<file path="src/rtl/dnf_pkg.sv">
// ----------------------------------------------------------------------------
// dnf_pkg: shared types and constants of the decimal number glyph formatter
// Glyph codes, the 3-column font, the configuration group and the queue entry
// that the front part hands to the back part.
// ----------------------------------------------------------------------------
package dnf_pkg;

  // Glyph codes: digits use their own value.
  typedef logic [3:0] glyph_t;

  localparam glyph_t GLYPH_MINUS = 4'd10;
  localparam glyph_t GLYPH_POINT = 4'd11;
  localparam glyph_t GLYPH_PLUS  = 4'd12;

  // Configuration register indexes.
  localparam logic [1:0] CFG_FIELD_LENGTH   = 2'd0;
  localparam logic [1:0] CFG_DECIMAL_PLACES = 2'd1;
  localparam logic [1:0] CFG_SHOW_PLUS      = 2'd2;

  localparam int unsigned NUM_DIGITS  = 5;
  localparam int unsigned MAX_CHARS   = 7;
  localparam int unsigned QUEUE_DEPTH = 2;

  // Reciprocal of 10 for 16-bit operands: q = (x * 52429) >> 19.
  localparam logic [15:0] RECIP10       = 16'd52429;
  localparam int unsigned RECIP10_SHIFT = 19;

  typedef struct packed {
    logic [2:0] field_length;
    logic [1:0] decimal_places;
    logic       show_plus;
  } cfg_t;

  // One formatted number: chars[nchar-1] is sent first, chars[0] last.
  typedef struct packed {
    glyph_t [MAX_CHARS-1:0] chars;
    logic [2:0]             nchar;
  } entry_t;

  typedef struct packed {
    logic   valid;
    entry_t entry;
  } qpush_t;

  typedef enum logic [1:0] {
    FS_IDLE,
    FS_DIV,
    FS_WALK,
    FS_PUSH
  } front_state_t;

  // Font lookup; column 3 is the blank spacer column.
  function automatic logic [7:0] glyph_col(input glyph_t code, input logic [1:0] col);
    logic [23:0] row;
    case (code)
      4'd0:        row = {8'h7c, 8'h42, 8'h7c};
      4'd1:        row = {8'h40, 8'h7e, 8'h44};
      4'd2:        row = {8'h4c, 8'h52, 8'h64};
      4'd3:        row = {8'h34, 8'h4a, 8'h4a};
      4'd4:        row = {8'h7e, 8'h24, 8'h38};
      4'd5:        row = {8'h32, 8'h4a, 8'h4e};
      4'd6:        row = {8'h32, 8'h4a, 8'h3c};
      4'd7:        row = {8'h06, 8'h1a, 8'h62};
      4'd8:        row = {8'h76, 8'h4a, 8'h76};
      4'd9:        row = {8'h3c, 8'h52, 8'h4c};
      GLYPH_MINUS: row = {8'h10, 8'h10, 8'h10};
      GLYPH_POINT: row = {8'h00, 8'h60, 8'h60};
      GLYPH_PLUS:  row = {8'h10, 8'h38, 8'h10};
      default:     row = {8'h7c, 8'h42, 8'h7c};
    endcase
    case (col)
      2'd0:    glyph_col = row[7:0];
      2'd1:    glyph_col = row[15:8];
      2'd2:    glyph_col = row[23:16];
      default: glyph_col = 8'h00;
    endcase
  endfunction

endpackage

</file>
<file path="src/rtl/dnf_front.sv">
// ----------------------------------------------------------------------------
// dnf_front: number intake and character list builder
// Accepts a value, splits its magnitude into five digits by repeated
// division by ten, then walks the digits to build the character list.
// ----------------------------------------------------------------------------
module dnf_front (
  input  logic                 clk,
  input  logic                 rst_n,
  input  dnf_pkg::cfg_t        cfg,
  input  logic                 in_tvalid,
  output logic                 in_tready,
  input  logic signed [15:0]   in_tdata,
  output dnf_pkg::qpush_t      push,
  input  logic                 push_ready
);
  import dnf_pkg::*;

  front_state_t              state_r, state_nxt;
  logic [15:0]               mag_r, mag_nxt;
  glyph_t [NUM_DIGITS-1:0]   dig_r, dig_nxt;
  logic [2:0]                cnt_r, cnt_nxt;
  logic                      nz_r, nz_nxt;
  glyph_t [MAX_CHARS-1:0]    list_r, list_nxt;
  logic [2:0]                nchar_r, nchar_nxt;

  // divide step
  logic [31:0] prod;
  logic [12:0] quot;
  logic [15:0] diff;
  assign prod = {16'd0, mag_r} * {16'd0, RECIP10};
  assign quot = prod[31:RECIP10_SHIFT];
  assign diff = mag_r - ({quot, 3'b000} + {2'b00, quot, 1'b0});

  always_ff @(posedge clk) begin
    if (!rst_n) begin
      state_r <= FS_IDLE;
    end else begin
      state_r <= state_nxt;
    end
  end

  always_ff @(posedge clk) begin
    mag_r   <= mag_nxt;
    dig_r   <= dig_nxt;
    cnt_r   <= cnt_nxt;
    nz_r    <= nz_nxt;
    list_r  <= list_nxt;
    nchar_r <= nchar_nxt;
  end

  always_comb begin
    logic [15:0] raw;
    logic        neg;
    logic [1:0]  places;
    logic [2:0]  endi;
    logic [2:0]  width;
    logic [2:0]  first;
    logic        intg;
    glyph_t      d;

    raw    = in_tdata;
    neg    = raw[15];
    places = (cfg.decimal_places == 2'd3) ? 2'd2 : cfg.decimal_places;
    endi   = 3'd5 - {1'b0, places};
    width  = (cfg.field_length > 3'd5) ? 3'd5 : cfg.field_length;
    first  = 3'd5 - width;
    d      = dig_r[0];
    intg   = 1'b0;

    state_nxt = state_r;
    mag_nxt   = mag_r;
    dig_nxt   = dig_r;
    cnt_nxt   = cnt_r;
    nz_nxt    = nz_r;
    list_nxt  = list_r;
    nchar_nxt = nchar_r;

    in_tready        = 1'b0;
    push.valid       = 1'b0;
    push.entry.chars = list_r;
    push.entry.nchar = nchar_r;

    case (state_r)
      FS_IDLE: begin
        in_tready = 1'b1;
        if (in_tvalid) begin
          mag_nxt     = neg ? (~raw + 16'd1) : raw;
          list_nxt    = '0;
          list_nxt[0] = neg ? GLYPH_MINUS : GLYPH_PLUS;
          nchar_nxt   = {2'b00, (neg | cfg.show_plus)};
          cnt_nxt     = 3'd0;
          nz_nxt      = 1'b0;
          state_nxt   = FS_DIV;
        end
      end
      FS_DIV: begin
        // least significant digit first; it ends up at the top
        dig_nxt = {dig_r[NUM_DIGITS-2:0], diff[3:0]};
        mag_nxt = {3'b000, quot};
        if (cnt_r == 3'(NUM_DIGITS - 1)) begin
          cnt_nxt   = 3'd0;
          state_nxt = FS_WALK;
        end else begin
          cnt_nxt = cnt_r + 3'd1;
        end
      end
      FS_WALK: begin
        // most significant digit sits at index 0
        if (cfg.field_length == 3'd0) begin
          intg = nz_r || (d != 4'd0) || (cnt_r == 3'(NUM_DIGITS - 1));
        end else begin
          intg = (cnt_r >= first);
        end
        if (cnt_r == endi) begin
          list_nxt  = {list_r[MAX_CHARS-3:0], GLYPH_POINT, d};
          nchar_nxt = nchar_r + 3'd2;
        end else if ((cnt_r > endi) || intg) begin
          list_nxt  = {list_r[MAX_CHARS-2:0], d};
          nchar_nxt = nchar_r + 3'd1;
        end
        nz_nxt  = nz_r || (d != 4'd0);
        dig_nxt = {4'd0, dig_r[NUM_DIGITS-1:1]};
        if (cnt_r == 3'(NUM_DIGITS - 1)) begin
          state_nxt = FS_PUSH;
        end else begin
          cnt_nxt = cnt_r + 3'd1;
        end
      end
      FS_PUSH: begin
        push.valid = 1'b1;
        if (push_ready) begin
          state_nxt = FS_IDLE;
        end
      end
      default: begin
        state_nxt = FS_IDLE;
      end
    endcase
  end

endmodule

</file>
<file path="src/rtl/dnf_queue.sv">
// ----------------------------------------------------------------------------
// dnf_queue: short queue of formatted numbers
// Decouples the character list builder from the column sender.
// ----------------------------------------------------------------------------
module dnf_queue (
  input  logic             clk,
  input  logic             rst_n,
  input  dnf_pkg::qpush_t  push,
  output logic             push_ready,
  output logic             pop_valid,
  output dnf_pkg::entry_t  pop_entry,
  input  logic             pop
);
  import dnf_pkg::*;

  localparam int unsigned PTR_W = (QUEUE_DEPTH > 1) ? $clog2(QUEUE_DEPTH) : 1;
  localparam int unsigned CNT_W = $clog2(QUEUE_DEPTH + 1);

  entry_t             mem_r [QUEUE_DEPTH];
  logic [PTR_W-1:0]   wr_ptr_r, wr_ptr_nxt;
  logic [PTR_W-1:0]   rd_ptr_r, rd_ptr_nxt;
  logic [CNT_W-1:0]   cnt_r, cnt_nxt;
  logic               do_push, do_pop;

  assign push_ready = (cnt_r != CNT_W'(QUEUE_DEPTH));
  assign pop_valid  = (cnt_r != '0);
  assign pop_entry  = mem_r[rd_ptr_r];
  assign do_push    = push.valid && push_ready;
  assign do_pop     = pop && pop_valid;

  always_comb begin
    wr_ptr_nxt = wr_ptr_r;
    rd_ptr_nxt = rd_ptr_r;
    cnt_nxt    = cnt_r;
    if (do_push) begin
      wr_ptr_nxt = (wr_ptr_r == PTR_W'(QUEUE_DEPTH - 1)) ? '0 : wr_ptr_r + PTR_W'(1);
    end
    if (do_pop) begin
      rd_ptr_nxt = (rd_ptr_r == PTR_W'(QUEUE_DEPTH - 1)) ? '0 : rd_ptr_r + PTR_W'(1);
    end
    if (do_push && !do_pop) begin
      cnt_nxt = cnt_r + CNT_W'(1);
    end else if (do_pop && !do_push) begin
      cnt_nxt = cnt_r - CNT_W'(1);
    end
  end

  always_ff @(posedge clk) begin
    if (!rst_n) begin
      wr_ptr_r <= '0;
      rd_ptr_r <= '0;
      cnt_r    <= '0;
    end else begin
      wr_ptr_r <= wr_ptr_nxt;
      rd_ptr_r <= rd_ptr_nxt;
      cnt_r    <= cnt_nxt;
    end
  end

  always_ff @(posedge clk) begin
    if (do_push) begin
      mem_r[wr_ptr_r] <= push.entry;
    end
  end

endmodule

</file>
<file path="src/rtl/dnf_back.sv">
// ----------------------------------------------------------------------------
// dnf_back: glyph column sender
// Takes one character list from the queue and sends four column beats per
// character through a registered output stage.
// ----------------------------------------------------------------------------
module dnf_back (
  input  logic             clk,
  input  logic             rst_n,
  input  logic             pop_valid,
  input  dnf_pkg::entry_t  pop_entry,
  output logic             pop,
  output logic             out_tvalid,
  input  logic             out_tready,
  output logic [7:0]       out_tdata,
  output logic             out_tlast
);
  import dnf_pkg::*;

  glyph_t [MAX_CHARS-1:0] chars_r, chars_nxt;
  logic [2:0]             idx_r, idx_nxt;
  logic [1:0]             col_r, col_nxt;
  logic                   busy_r, busy_nxt;
  logic                   ovalid_r, ovalid_nxt;
  logic [7:0]             odata_r, odata_nxt;
  logic                   olast_r, olast_nxt;
  logic                   slot_free;

  assign slot_free  = !ovalid_r || out_tready;
  assign out_tvalid = ovalid_r;
  assign out_tdata  = odata_r;
  assign out_tlast  = olast_r;

  always_comb begin
    chars_nxt  = chars_r;
    idx_nxt    = idx_r;
    col_nxt    = col_r;
    busy_nxt   = busy_r;
    ovalid_nxt = ovalid_r;
    odata_nxt  = odata_r;
    olast_nxt  = olast_r;
    pop        = 1'b0;

    if (ovalid_r && out_tready) begin
      ovalid_nxt = 1'b0;
    end

    if (!busy_r) begin
      if (pop_valid) begin
        pop       = 1'b1;
        chars_nxt = pop_entry.chars;
        idx_nxt   = pop_entry.nchar - 3'd1;
        col_nxt   = 2'd0;
        busy_nxt  = 1'b1;
      end
    end else if (slot_free) begin
      ovalid_nxt = 1'b1;
      odata_nxt  = glyph_col(chars_r[idx_r], col_r);
      olast_nxt  = (idx_r == 3'd0) && (col_r == 2'd3);
      col_nxt    = col_r + 2'd1;
      if (col_r == 2'd3) begin
        if (idx_r == 3'd0) begin
          busy_nxt = 1'b0;
        end else begin
          idx_nxt = idx_r - 3'd1;
        end
      end
    end
  end

  always_ff @(posedge clk) begin
    if (!rst_n) begin
      busy_r   <= 1'b0;
      ovalid_r <= 1'b0;
    end else begin
      busy_r   <= busy_nxt;
      ovalid_r <= ovalid_nxt;
    end
  end

  always_ff @(posedge clk) begin
    chars_r <= chars_nxt;
    idx_r   <= idx_nxt;
    col_r   <= col_nxt;
    odata_r <= odata_nxt;
    olast_r <= olast_nxt;
  end

endmodule

</file>
<file path="src/rtl/decimal_number_glyph_formatter.sv">
// ----------------------------------------------------------------------------
// decimal_number_glyph_formatter: signed value to LCD font columns
// Draws a signed 16-bit value as decimal text in a 3-column font, one
// 8-pixel column byte per output beat.
// ----------------------------------------------------------------------------
// Each accepted value produces 4 to 28 column beats: four per character
// (three font columns and a blank spacer), for an optional sign, the integer
// digits, and, when decimal_places is nonzero, a point and that many fraction
// digits (3 counts as 2). out_tlast marks the final beat of each value. The
// front part accepts a value, runs five divide-by-ten steps and a five-step
// digit walk, then hands off to the queue; the back part takes a load step
// per value, then sends one beat per cycle while out_tready allows. The
// sustained rate is set by the slower part: the front part for one- and
// two-character values, the column sender for longer ones. A two-entry queue
// lets the front part format the next value while columns of the previous
// ones still drain. Write configuration only while no value is in flight.
// ----------------------------------------------------------------------------
module decimal_number_glyph_formatter (
  input  logic               clk,
  input  logic               rst_n,
  // configuration write port
  input  logic               cfg_we,
  input  logic [1:0]         cfg_addr,
  input  logic [2:0]         cfg_wdata,
  // input stream
  input  logic               in_tvalid,
  output logic               in_tready,
  input  logic signed [15:0] in_tdata,   // [15:0] number_value
  // output stream
  output logic               out_tvalid,
  input  logic               out_tready,
  output logic [7:0]         out_tdata,  // [7:0] column_byte
  output logic               out_tlast   // last_column
);
  import dnf_pkg::*;

  cfg_t    cfg_r;
  qpush_t  push;
  logic    push_ready;
  logic    pop_valid;
  entry_t  pop_entry;
  logic    pop;

  // Hold the configuration registers; unknown indexes are dropped.
  always_ff @(posedge clk) begin
    if (!rst_n) begin
      cfg_r <= '0;
    end else if (cfg_we) begin
      case (cfg_addr)
        CFG_FIELD_LENGTH:   cfg_r.field_length   <= cfg_wdata;
        CFG_DECIMAL_PLACES: cfg_r.decimal_places <= cfg_wdata[1:0];
        CFG_SHOW_PLUS:      cfg_r.show_plus      <= cfg_wdata[0];
        default: begin
        end
      endcase
    end
  end

  // Front: split into digits and build the character list.
  dnf_front u_front (
    .clk        (clk),
    .rst_n      (rst_n),
    .cfg        (cfg_r),
    .in_tvalid  (in_tvalid),
    .in_tready  (in_tready),
    .in_tdata   (in_tdata),
    .push       (push),
    .push_ready (push_ready)
  );

  // Queue between the two halves.
  dnf_queue u_queue (
    .clk        (clk),
    .rst_n      (rst_n),
    .push       (push),
    .push_ready (push_ready),
    .pop_valid  (pop_valid),
    .pop_entry  (pop_entry),
    .pop        (pop)
  );

  // Back: advance through characters and font columns.
  dnf_back u_back (
    .clk        (clk),
    .rst_n      (rst_n),
    .pop_valid  (pop_valid),
    .pop_entry  (pop_entry),
    .pop        (pop),
    .out_tvalid (out_tvalid),
    .out_tready (out_tready),
    .out_tdata  (out_tdata),
    .out_tlast  (out_tlast)
  );

endmodule

</file>
<file path="config.mk">
export PLATFORM = sky130hd
export DESIGN_NAME = decimal_number_glyph_formatter
export DESIGN_NICKNAME = d
export VERILOG_FILES = /design/src/rtl/dnf_pkg.sv /design/src/rtl/dnf_front.sv /design/src/rtl/dnf_queue.sv /design/src/rtl/dnf_back.sv /design/src/rtl/decimal_number_glyph_formatter.sv
export SDC_FILE = /design/constraint.sdc
export NUM_CORES = 1
export LEC_CHECK = 0
export ABC_AREA = 1
export BUFFER_PORTS_ARGS = -buffer_cell sky130_fd_sc_hd__buf_2
export CORE_MARGIN = 2
export CORE_UTILIZATION = 65
export DETAILED_ROUTE_END_ITERATION = 6
export PLACE_DENSITY = 0.82
export SYNTH_ARGS = -nofsm -noshare
export SYNTH_HDL_FRONTEND = slang
export SYNTH_SLANG_ARGS = --single-unit
</file>
<file path="constraint.sdc">
create_clock -name clk -period 8.4 [get_ports clk]
set_clock_uncertainty 0.1 [all_clocks]
set_input_delay 1.26 -clock clk [delete_from_list [all_inputs] [get_ports clk]]
set_output_delay 1.26 -clock clk [all_outputs]
set_load 0.005 [all_outputs]
</file>
==> results of run 1 <==
[routing by layer]
metal | vias up | GRT usage
li1 | 4855 | -
met1 | 4761 | 0.398
met2 | 414 | 0.478
met3 | 55 | 0.0612
met4 | 0 | 0.0900
met5 | - | 0
[cell families after synthesis]
logic type,Yosys count,share of synthesized area
compound gates,212,0.0872
other cells,1,0.000275
fa+ha+maj,241,0.265
xor+xnor,15,0.00962
flops,188,0.403
simple gates,508,0.149
buf+inv,307,0.0868
[cells in the final DEF (no fill, tap or decap), types with 3 or more instances in the layout]
cell        count
clkinv_1        3
a21boi_0        3
fa_1           80
edfxtp_1      173
buf_2          34
clkinv_8        3
o21bai_1        3
nor3_1         12
nand3_1        57
o21ai_0        72
nor2_1        102
a21oi_1        88
ha_1          161
xnor2_1         4
nor2_2          4
o22ai_1         3
o21a_1          4
inv_6           3
xor2_1         11
dfxtp_1        15
clkinvlp_4      3
nand2_1       319
clkbuf_16      17
or2_2           5
inv_8           3
inv_2           3
nand4_1         6
o21ai_1         7
buf_4           8
a31oi_1         4
o211ai_1        7
a21o_1         10
inv_1         271
[stage by stage]
stage | area (um2) | worst slack (ns)
4_1_cts | 14700 | 2.09
3_5_place_dp | 14100 | 2.13
6_report | 14700 | 2.02
2_1_floorplan | 13700 | 2.69
3_3_place_gp | 14100 | 2.30
5_1_grt | 14700 | 1.64
[synthesized netlist by cell type]
library cell,count
o22ai_1,3
o21ai_2,2
clkbuf_1,23
o21bai_1,3
o311ai_0,1
nand2_1,319
nor2_1,106
clkinv_1,3
o21a_1,4
conb_1,1
nor3_1,12
nand3_1,57
a21oi_1,88
buf_4,4
inv_1,271
ha_1,161
buf_6,2
o31ai_1,1
a21o_1,10
xor2_1,11
a21oi_2,1
a31oi_1,4
dfxtp_1,15
or2_1,1
a221oi_1,1
inv_2,3
fa_1,80
edfxtp_1,173
or2_2,5
o21ai_0,72
o211ai_2,2
inv_4,1
nand2_2,1
nor4_1,1
o21ai_4,1
a211oi_1,2
o21ai_1,7
xnor2_1,4
o211ai_1,7
a21boi_0,3
nand4_1,6
[how the worst max path moves through the flow]
stage / to / cells past startpoint / slack (ns) / startpoint
CTS: u_front.dig_r[3] / 26 / 2.09 / u_front.mag_r[4]
global route: u_front.dig_r[3] / 26 / 1.64 / u_front.mag_r[4]
floorplan: u_front.dig_r[3] / 28 / 2.69 / u_front.mag_r[6]
finish: u_front.dig_r[3] / 26 / 2.02 / u_front.mag_r[4]
detailed placement: u_front.dig_r[3] / 26 / 2.13 / u_front.mag_r[4]
global placement: u_front.dig_r[3] / 26 / 2.30 / u_front.mag_r[4]
[state kept, by name (all words and copies together), names as in the netlist, 6 cells and up, named ones only]
signal and count:
u_front.push 28, u_front.mag_r 16, u_queue.mem_r 62, u_back.out_tdata 6, cfg_r 6, u_back.chars_r 28
u_front.dig_r 20
[final cells by class]
cell class              count  area share
clock inverters            15      0.0105
clock buffers              17      0.0290
flip-flops and latches    188       0.374
well taps                 275      0.0234
multi-input cells         978       0.476
inverters                 278      0.0713
repair buffers             42      0.0157
[critical path: stages (launching register included)]
cell	delay [ns]
edfxtp_1	0.53
ha_1	0.41
fa_1	0.56
inv_1	0.07
fa_1	0.53
fa_1	0.56
inv_1	0.06
fa_1	0.50
fa_1	0.49
ha_1	0.39
a21oi_1	0.21
inv_1	0.06
a31oi_1	0.20
o21ai_0	0.18
inv_1	0.09
nand2_1	0.07
xor2_1	0.20
inv_1	0.07
ha_1	0.19
xnor2_1	0.22
inv_1	0.07
nand3_1	0.10
nand2_1	0.05
nand2_1	0.05
nand3_1	0.06
nand2_1	0.08
inv_1	0.03
==> impl_metrics.tcl, run 1 <==
set metrics [dict create \
    status "complete, no violations" \
    antenna_cells 0 \
    avgViaCountPerCell 5.62 \
    synth.distinct_cells 41 \
    min_period_ns 6.38 \
    core_um2 20800 \
    crit_path_start_kind "flip-flop" \
    start_util 0.656 \
    drtPass1Iterations 5 \
    whs_path_depth 0 \
    die-area_um2 22200 \
    required_ns 8.50 \
    r2r_end "u_front.dig_r[3]" \
    die_width_um 149 \
    grt_pass1_wl_um 50400 \
    cts.sinks 188 \
    drv_slew 0 \
    cts.clk_slew.worst_paths_ns 0.07 \
    holdCritStartpoint "u_front.push[27]" \
    fin_setup_tns_ns 0 \
    grt_pass1_vias 10146 \
    synth_cells 1472 \
    layout.nets 1772 \
    syn_area_per_cell_um2 9.27 \
    ys_ff_latch 188 \
    fp.dieH_um 149 \
    wl_per_cell_um 17.0 \
    cts-root-buf "clkbuf_16" \
    whs_ns 0.350 \
    synth_area_leader_cell "edfxtp_1" \
    synth_top_area_frac 0.381 \
    portBuffers 34 \
    place_congestion 0.984 \
    timing_hold_violations_final 0 \
    wl_met1_um 12800 \
    cp_data_arrival_time_ns 6.47 \
    rows 53 \
    multi_input_area_um2 6980 \
    post-route-drc-count 0 \
    antenna_found_initial 0 \
    vias 10085 \
    fmax_mhz 157 \
    cts_setup_buffers 0 \
    syn_area_um2 13600 \
    wl_met3_um 2500 \
    fin_util 0.705 \
    rr_worst_depth 26 \
    fill_cells 1567 \
    grt_usage 0.293 \
    whs_endpoint "u_queue.mem_r[0][27]" \
    synth_area_leaders "edfxtp_1 (38%), ha_1 (15%), fa_1 (12%)" \
    grt.overflow.total 0 \
    crit_type "reg2reg" \
    ff_latch_area_um2 5500 \
    numCtsBuffers 17 \
    regToRegStartpoint "u_front.mag_r[4]" \
    drt-initial-drc-count 874 \
    rrSetupSlack_ns 2.02 \
    clkLatencyLatePin_ns 0.43 \
    clockBufferDepth 2 \
    synth_warnings 0 \
    cts_tree "done" \
    slew_headroom 0.274 \
    routed.top_layer "met4" \
    drive_above_1_share 0.0619 \
    grt_max_degree 41 \
    htree_levels 4 \
    end_kind "flip-flop" \
    synth-seq-area-share 0.403 \
    tightest_slew_ns 1.08 \
    routed_wl_um 30500 \
    rsz0062_at_grt "no" \
    hold_buffers 0 \
    num_io_pins 37 \
    final_cells 1793 \
    worst-path-max-fanout 6 \
    dr_wl_met2_um 14500 \
    min_path_type "reg2reg" \
    drv_cap 0 \
    setup_viol 0 \
    dp_hpwl_um 23300 \
    syn_to_final_growth_pct 7.53 \
    fin_crit_sh 0.759 \
    dp.cells 1761 \
    antenna_left 0 \
    cts_resized 0 \
]
Power of run 1 is left out: the tool's default activity adds up to more than one toggle a clock period on the data nets, which glitch-free logic cannot reach.
==> inputs of run 2 (changes only) <==
--- a/config.mk
+++ b/config.mk
@@ -8,9 +8,9 @@
 export ABC_AREA = 1
 export BUFFER_PORTS_ARGS = -buffer_cell sky130_fd_sc_hd__buf_2
 export CORE_MARGIN = 2
-export CORE_UTILIZATION = 65
+export CORE_UTILIZATION = 58
 export DETAILED_ROUTE_END_ITERATION = 6
-export PLACE_DENSITY = 0.82
+export PLACE_DENSITY = 0.77
 export SYNTH_ARGS = -nofsm -noshare
 export SYNTH_HDL_FRONTEND = slang
 export SYNTH_SLANG_ARGS = --single-unit
==> constraint.sdc (replaced) <==
create_clock -name clk -period 5.4 [get_ports clk]
set_clock_uncertainty 0.1 [all_clocks]
set_input_delay 0.81 -clock clk [delete_from_list [all_inputs] [get_ports clk]]
set_output_delay 0.81 -clock clk [all_outputs]
set_load 0.005 [all_outputs]
==> run 2 against run 1 <==
  * The run now ends with setup timing left
  * Maximum frequency up 5.4%
  * Cell count up 9.9%
  * Routed wire length up 17%
  * Global-route usage down 0.69 points
  * Non-clock buffer count up 132
  * Largest cell class unchanged
==> impl_metrics.tcl, run 2 (synthesis results as in run 1) <==
set metrics [dict create \
    status "complete, but fails checks" \
    violations "setup timing" \
    post-route-drc-count 0 \
    drt-initial-drc-count 819 \
    vias 10868 \
    grt_usage 0.286 \
    antenna_found_initial 2 \
    start_util 0.587 \
    regToRegStartpoint "u_front.mag_r[3]" \
    rrSetupSlack_ns -0.65 \
    antenna_left 0 \
    cpMostUsedCell "fa_1" \
    rsz0062_at_grt "yes" \
    worst-path-max-fanout 3 \
    routed_wl_um 35600 \
    fp.dieH_um 157 \
    worst_slack_ns -0.654 \
    clockBufferDepth 2 \
    grt_max_degree 40 \
    r2r_end "u_front.dig_r[3]" \
    avgViaCountPerCell 5.51 \
    cts.clk_slew.worst_paths_ns 0.09 \
    most-common-layout-cells "nand2_1 (298), inv_1 (260), edfxtp_1 (173)" \
    htree_levels 4 \
    place_congestion 0.960 \
    clkLatencyLatePin_ns 0.45 \
    holdCritStartpoint "u_front.push[29]" \
    dp_hpwl_um 24700 \
    drive_above_1_share 0.199 \
    syn_to_final_growth_pct 21.1 \
    min_path_type "reg2reg" \
    critPathMaxStageDelay_ns 0.59 \
    largest-register "u_queue.mem_r" \
    crit_type "reg2reg" \
    rr_worst_depth 25 \
    slowest_stage "fa_1" \
    wl_per_cell_um 18.1 \
    drtPass1Iterations 6 \
    whs_endpoint "u_queue.mem_r[1][29]" \
    tightest_slew_ns 1.12 \
    largest_reg_flops 62 \
    rows 56 \
    slew_headroom 0.246 \
    numCtsBuffers 17 \
    die_width_um 157 \
    cts-root-buf "clkbuf_16" \
    required_ns 5.51 \
    min_period_ns 6.05 \
    layout.nets 1904 \
    drv_cap 0 \
    grt_pass1_vias 10629 \
    cts.sinks 188 \
    grt_pass1_wl_um 54200 \
    fill_cells 1586 \
    core_um2 23300 \
    end_kind "flip-flop" \
    fin_setup_tns_ns -3.38 \
    die-area_um2 24800 \
    multi_input_area_um2 7670 \
    drv_slew 0 \
    crit_path_start_kind "flip-flop" \
    cts_tree "done" \
    grt.overflow.total 0 \
    dp_slack_ns -0.345 \
    timing_hold_violations_final 0 \
    critPathTopFamily "adder cells" \
    fmax_mhz 165 \
    whs_path_depth 0 \
    cp_data_arrival_time_ns 6.16 \
    setup_viol 16 \
    num_io_pins 37 \
    ff_latch_area_um2 5500 \
    fin_crit_sh 1.12 \
    final_common_cell "nand2_1" \
    cp_num_cells 25 \
    path_buf_inv 7 \
    portBuffers 34 \
    hold_buffers 0 \
]
[run 2: changes by cell type in the layout (fill, tap and decap cells not counted), moves of 8 or more]
cell,delta
buf_4,+121
ha_4,+21
a21oi_1,-12
nand2_1,-21
o21ai_0,-15
inv_2,+10
ha_1,-23
nor2_1,-11
nand2_2,+18
o21ai_1,+8
buf_6,+11
inv_1,-11
[run 2: how the worst max path moves through the flow]
stage                     slack [ns]        startpoint               end
after floorplan                0.001  u_front.mag_r[1]  u_front.dig_r[3]
after global routing           -0.80  u_front.mag_r[3]  u_front.dig_r[3]
after detailed placement       -0.35  u_front.mag_r[1]  u_front.dig_r[3]
final                          -0.65  u_front.mag_r[3]  u_front.dig_r[3]
after global placement         -0.30  u_front.mag_r[6]  u_front.dig_r[2]
after CTS                      -0.20  u_front.mag_r[8]  u_front.dig_r[3]
[run 2: worst register-to-register path, stage by stage (launching register included)]
cell and delay (ns):
edfxtp_1 0.43, buf_4 0.17, ha_4 0.27, inv_1 0.07, fa_2 0.58, inv_1 0.05, fa_1 0.46, fa_1 0.54
fa_1 0.59, fa_1 0.47, ha_4 0.30, nand2_2 0.07, nor2_4 0.16, inv_4 0.08, o21ai_4 0.22, inv_2 0.06
nand2_2 0.09, xor2_2 0.23, inv_2 0.08, ha_4 0.18, xnor2_4 0.18, nand3_1 0.12, nand3_1 0.10, nand3_1 0.08
nand2_1 0.10, inv_1 0.04
[run 2: routing by layer]
| layer | part of all wire | vias to the layer above | GRT usage | wire length (um) |
|---|---|---|---|---|
| met5 | 0 | - | 0 | 0 |
| met4 | 0.034 | 0 | 0.0844 | 1220 |
| met1 | 0.40 | 5159 | 0.373 | 14100 |
| met3 | 0.078 | 91 | 0.0644 | 2790 |
| met2 | 0.49 | 500 | 0.481 | 17500 |
| li1 | - | 5118 | - | - |
[run 2: area by class of cell]
class | count | share of cell area
well taps | 319 | 0.0241
flip-flops and latches | 188 | 0.332
repair buffers | 174 | 0.0763
multi-input cells | 978 | 0.464
diodes | 2 | 0.000303
clock inverters | 15 | 0.0137
clock buffers | 17 | 0.0257
inverters | 278 | 0.0634
[run 2: through the flow]
stage,utilization,instances,instance area [um2],hold slack (ns)
2_1_floorplan,-,1473,13800,0.320
5_1_grt,0.711,1970,16500,0.364
6_report,0.711,1971,16500,0.356
4_1_cts,0.693,1960,16100,0.359
3_5_place_dp,0.646,1903,15000,0.337
3_3_place_gp,0.646,1903,15000,0.325
[run 2: timing repair]
item | 4_1_cts | 5_1_grt
buffers inserted | 26 | 16
setup endpoints to repair | 12 | 15
pin swaps | 24 | 49
gates resized for setup | 52 | 88
Power of run 2 is left out for the same reason.
==> inputs of run 3 (changes only) <==
--- a/config.mk
+++ b/config.mk
@@ -8,9 +8,9 @@
 export ABC_AREA = 1
 export BUFFER_PORTS_ARGS = -buffer_cell sky130_fd_sc_hd__buf_2
 export CORE_MARGIN = 2
-export CORE_UTILIZATION = 58
+export CORE_UTILIZATION = 65
 export DETAILED_ROUTE_END_ITERATION = 6
-export PLACE_DENSITY = 0.77
+export PLACE_DENSITY = 0.82
 export SYNTH_ARGS = -nofsm -noshare
 export SYNTH_HDL_FRONTEND = slang
 export SYNTH_SLANG_ARGS = --single-unit
==> constraint.sdc (replaced) <==
create_clock -name clk -period 7.2 [get_ports clk]
set_clock_uncertainty 0.1 [all_clocks]
set_input_delay 1.08 -clock clk [delete_from_list [all_inputs] [get_ports clk]]
set_output_delay 1.08 -clock clk [all_outputs]
set_load 0.005 [all_outputs]
==> run 3 against run 2 <==
  * The flow now finishes without violations
  * Worst hold slack got worse by 0.013 ns
  * Cell count down 9.0%
  * Setup slack gained 1.5 ns
  * Global-route usage rose by 1.4 points
  * Critical endpoint unchanged
  * Largest cell class unchanged
  * Highest routed layer unchanged
==> impl_metrics.tcl, run 3 (synthesis results as in run 1) <==
set metrics [dict create \
    fin_crit_sh 0.877 \
    wl_per_cell_um 17.3 \
    status "complete, no violations" \
    final_area_um2 14700 \
    grt_max_degree 41 \
    die-area_um2 22200 \
    htree_levels 4 \
    post-route-drc-count 0 \
    largest-register "u_queue.mem_r" \
    cts.clk_slew.worst_paths_ns 0.08 \
    drv_slew 0 \
    crit_type "reg2reg" \
    grt.overflow.total 0 \
    layout.nets 1772 \
    drv_cap 0 \
    critPathMaxStageDelay_ns 0.58 \
    worst_slack_ns 0.885 \
    core_um2 20800 \
    clkLatencyLatePin_ns 0.43 \
    antenna_left 0 \
    fill_cells 1599 \
    final_common_cell "nand2_1" \
    critPathTopFamily "adder cells" \
    rsz0062_at_grt "no" \
    place_congestion 0.984 \
    crit_path_start_kind "flip-flop" \
    fp.dieH_um 149 \
    tightest_slew_ns 1.07 \
    whs_ns 0.342 \
    path_buf_inv 8 \
    num_io_pins 37 \
    drive_above_1_share 0.0619 \
    fmax_mhz 158 \
    slew_headroom 0.284 \
    min_path_type "reg2reg" \
    cts_resized 0 \
    cts_setup_buffers 0 \
    numCtsBuffers 17 \
    start_util 0.656 \
    portBuffers 34 \
    clockBufferDepth 2 \
    place_area_um2 14100 \
    routed_wl_um 30900 \
    drt-initial-drc-count 746 \
    dp_slack_ns 0.968 \
    required_ns 7.29 \
    avgViaCountPerCell 5.64 \
    hold_buffers 0 \
    cts-root-buf "clkbuf_16" \
    fin_setup_tns_ns 0 \
    cp_data_arrival_time_ns 6.41 \
    largest_reg_flops 62 \
    setup_viol 0 \
    syn_to_final_growth_pct 7.78 \
    antenna_found_initial 1 \
    most-common-layout-cells "nand2_1 (319), inv_1 (271), edfxtp_1 (173)" \
    end_kind "flip-flop" \
    vias 10105 \
    antenna_cells 0 \
    die_width_um 149 \
    drtPass1Iterations 5 \
    cts.sinks 188 \
    grt_pass1_vias 10152 \
    min_period_ns 6.32 \
    dp_hpwl_um 23700 \
    timing_hold_violations_final 0 \
    cts_tree "done" \
    grt_usage 0.300 \
    cpMostUsedCell "inv_1" \
    worst-path-max-fanout 6 \
    slowest_stage "fa_1" \
    rows 53 \
    grt_pass1_wl_um 51400 \
]
[run 3: layout make-up]
type                            count  area [um2]  area share
Multi-Input combinational cell    978        6980       0.475
Sequential cell                   188        5500       0.374
Inverter                          278        1050      0.0711
Clock buffer                       18         439      0.0299
Tap cell                          275         344      0.0234
Timing Repair Buffer               42         230      0.0156
Clock inverter                     14         174      0.0118
[run 3: path summary, 6_finish.rpt]
kind,startpoint,end,slack [ns],cells after the start
max,u_front.mag_r[4],u_front.dig_r[3],0.88,26
min,u_front.push[27],u_queue.mem_r[1][27],0.34,0
max reg2reg,u_front.mag_r[4],u_front.dig_r[3],0.88,26
min reg2reg,u_front.push[27],u_queue.mem_r[1][27],0.34,0
[run 3: through the flow]
step,utilization,cells
after floorplan,-,1473
after global placement,0.677,1761
after detailed placement,0.677,1761
after CTS,0.707,1793
after global routing,0.707,1793
final,0.707,1793
[run 3: per-layer routing]
| metal | vias up | global-route usage | share of wire |
|---|---|---|---|
| li1 | 4858 | - | - |
| met2 | 390 | 0.497 | 0.49 |
| met4 | 0 | 0.0867 | 0.024 |
| met1 | 4800 | 0.412 | 0.42 |
| met3 | 57 | 0.0495 | 0.067 |
| met5 | - | 0 | 0 |
Power of run 3 is left out for the same reason.
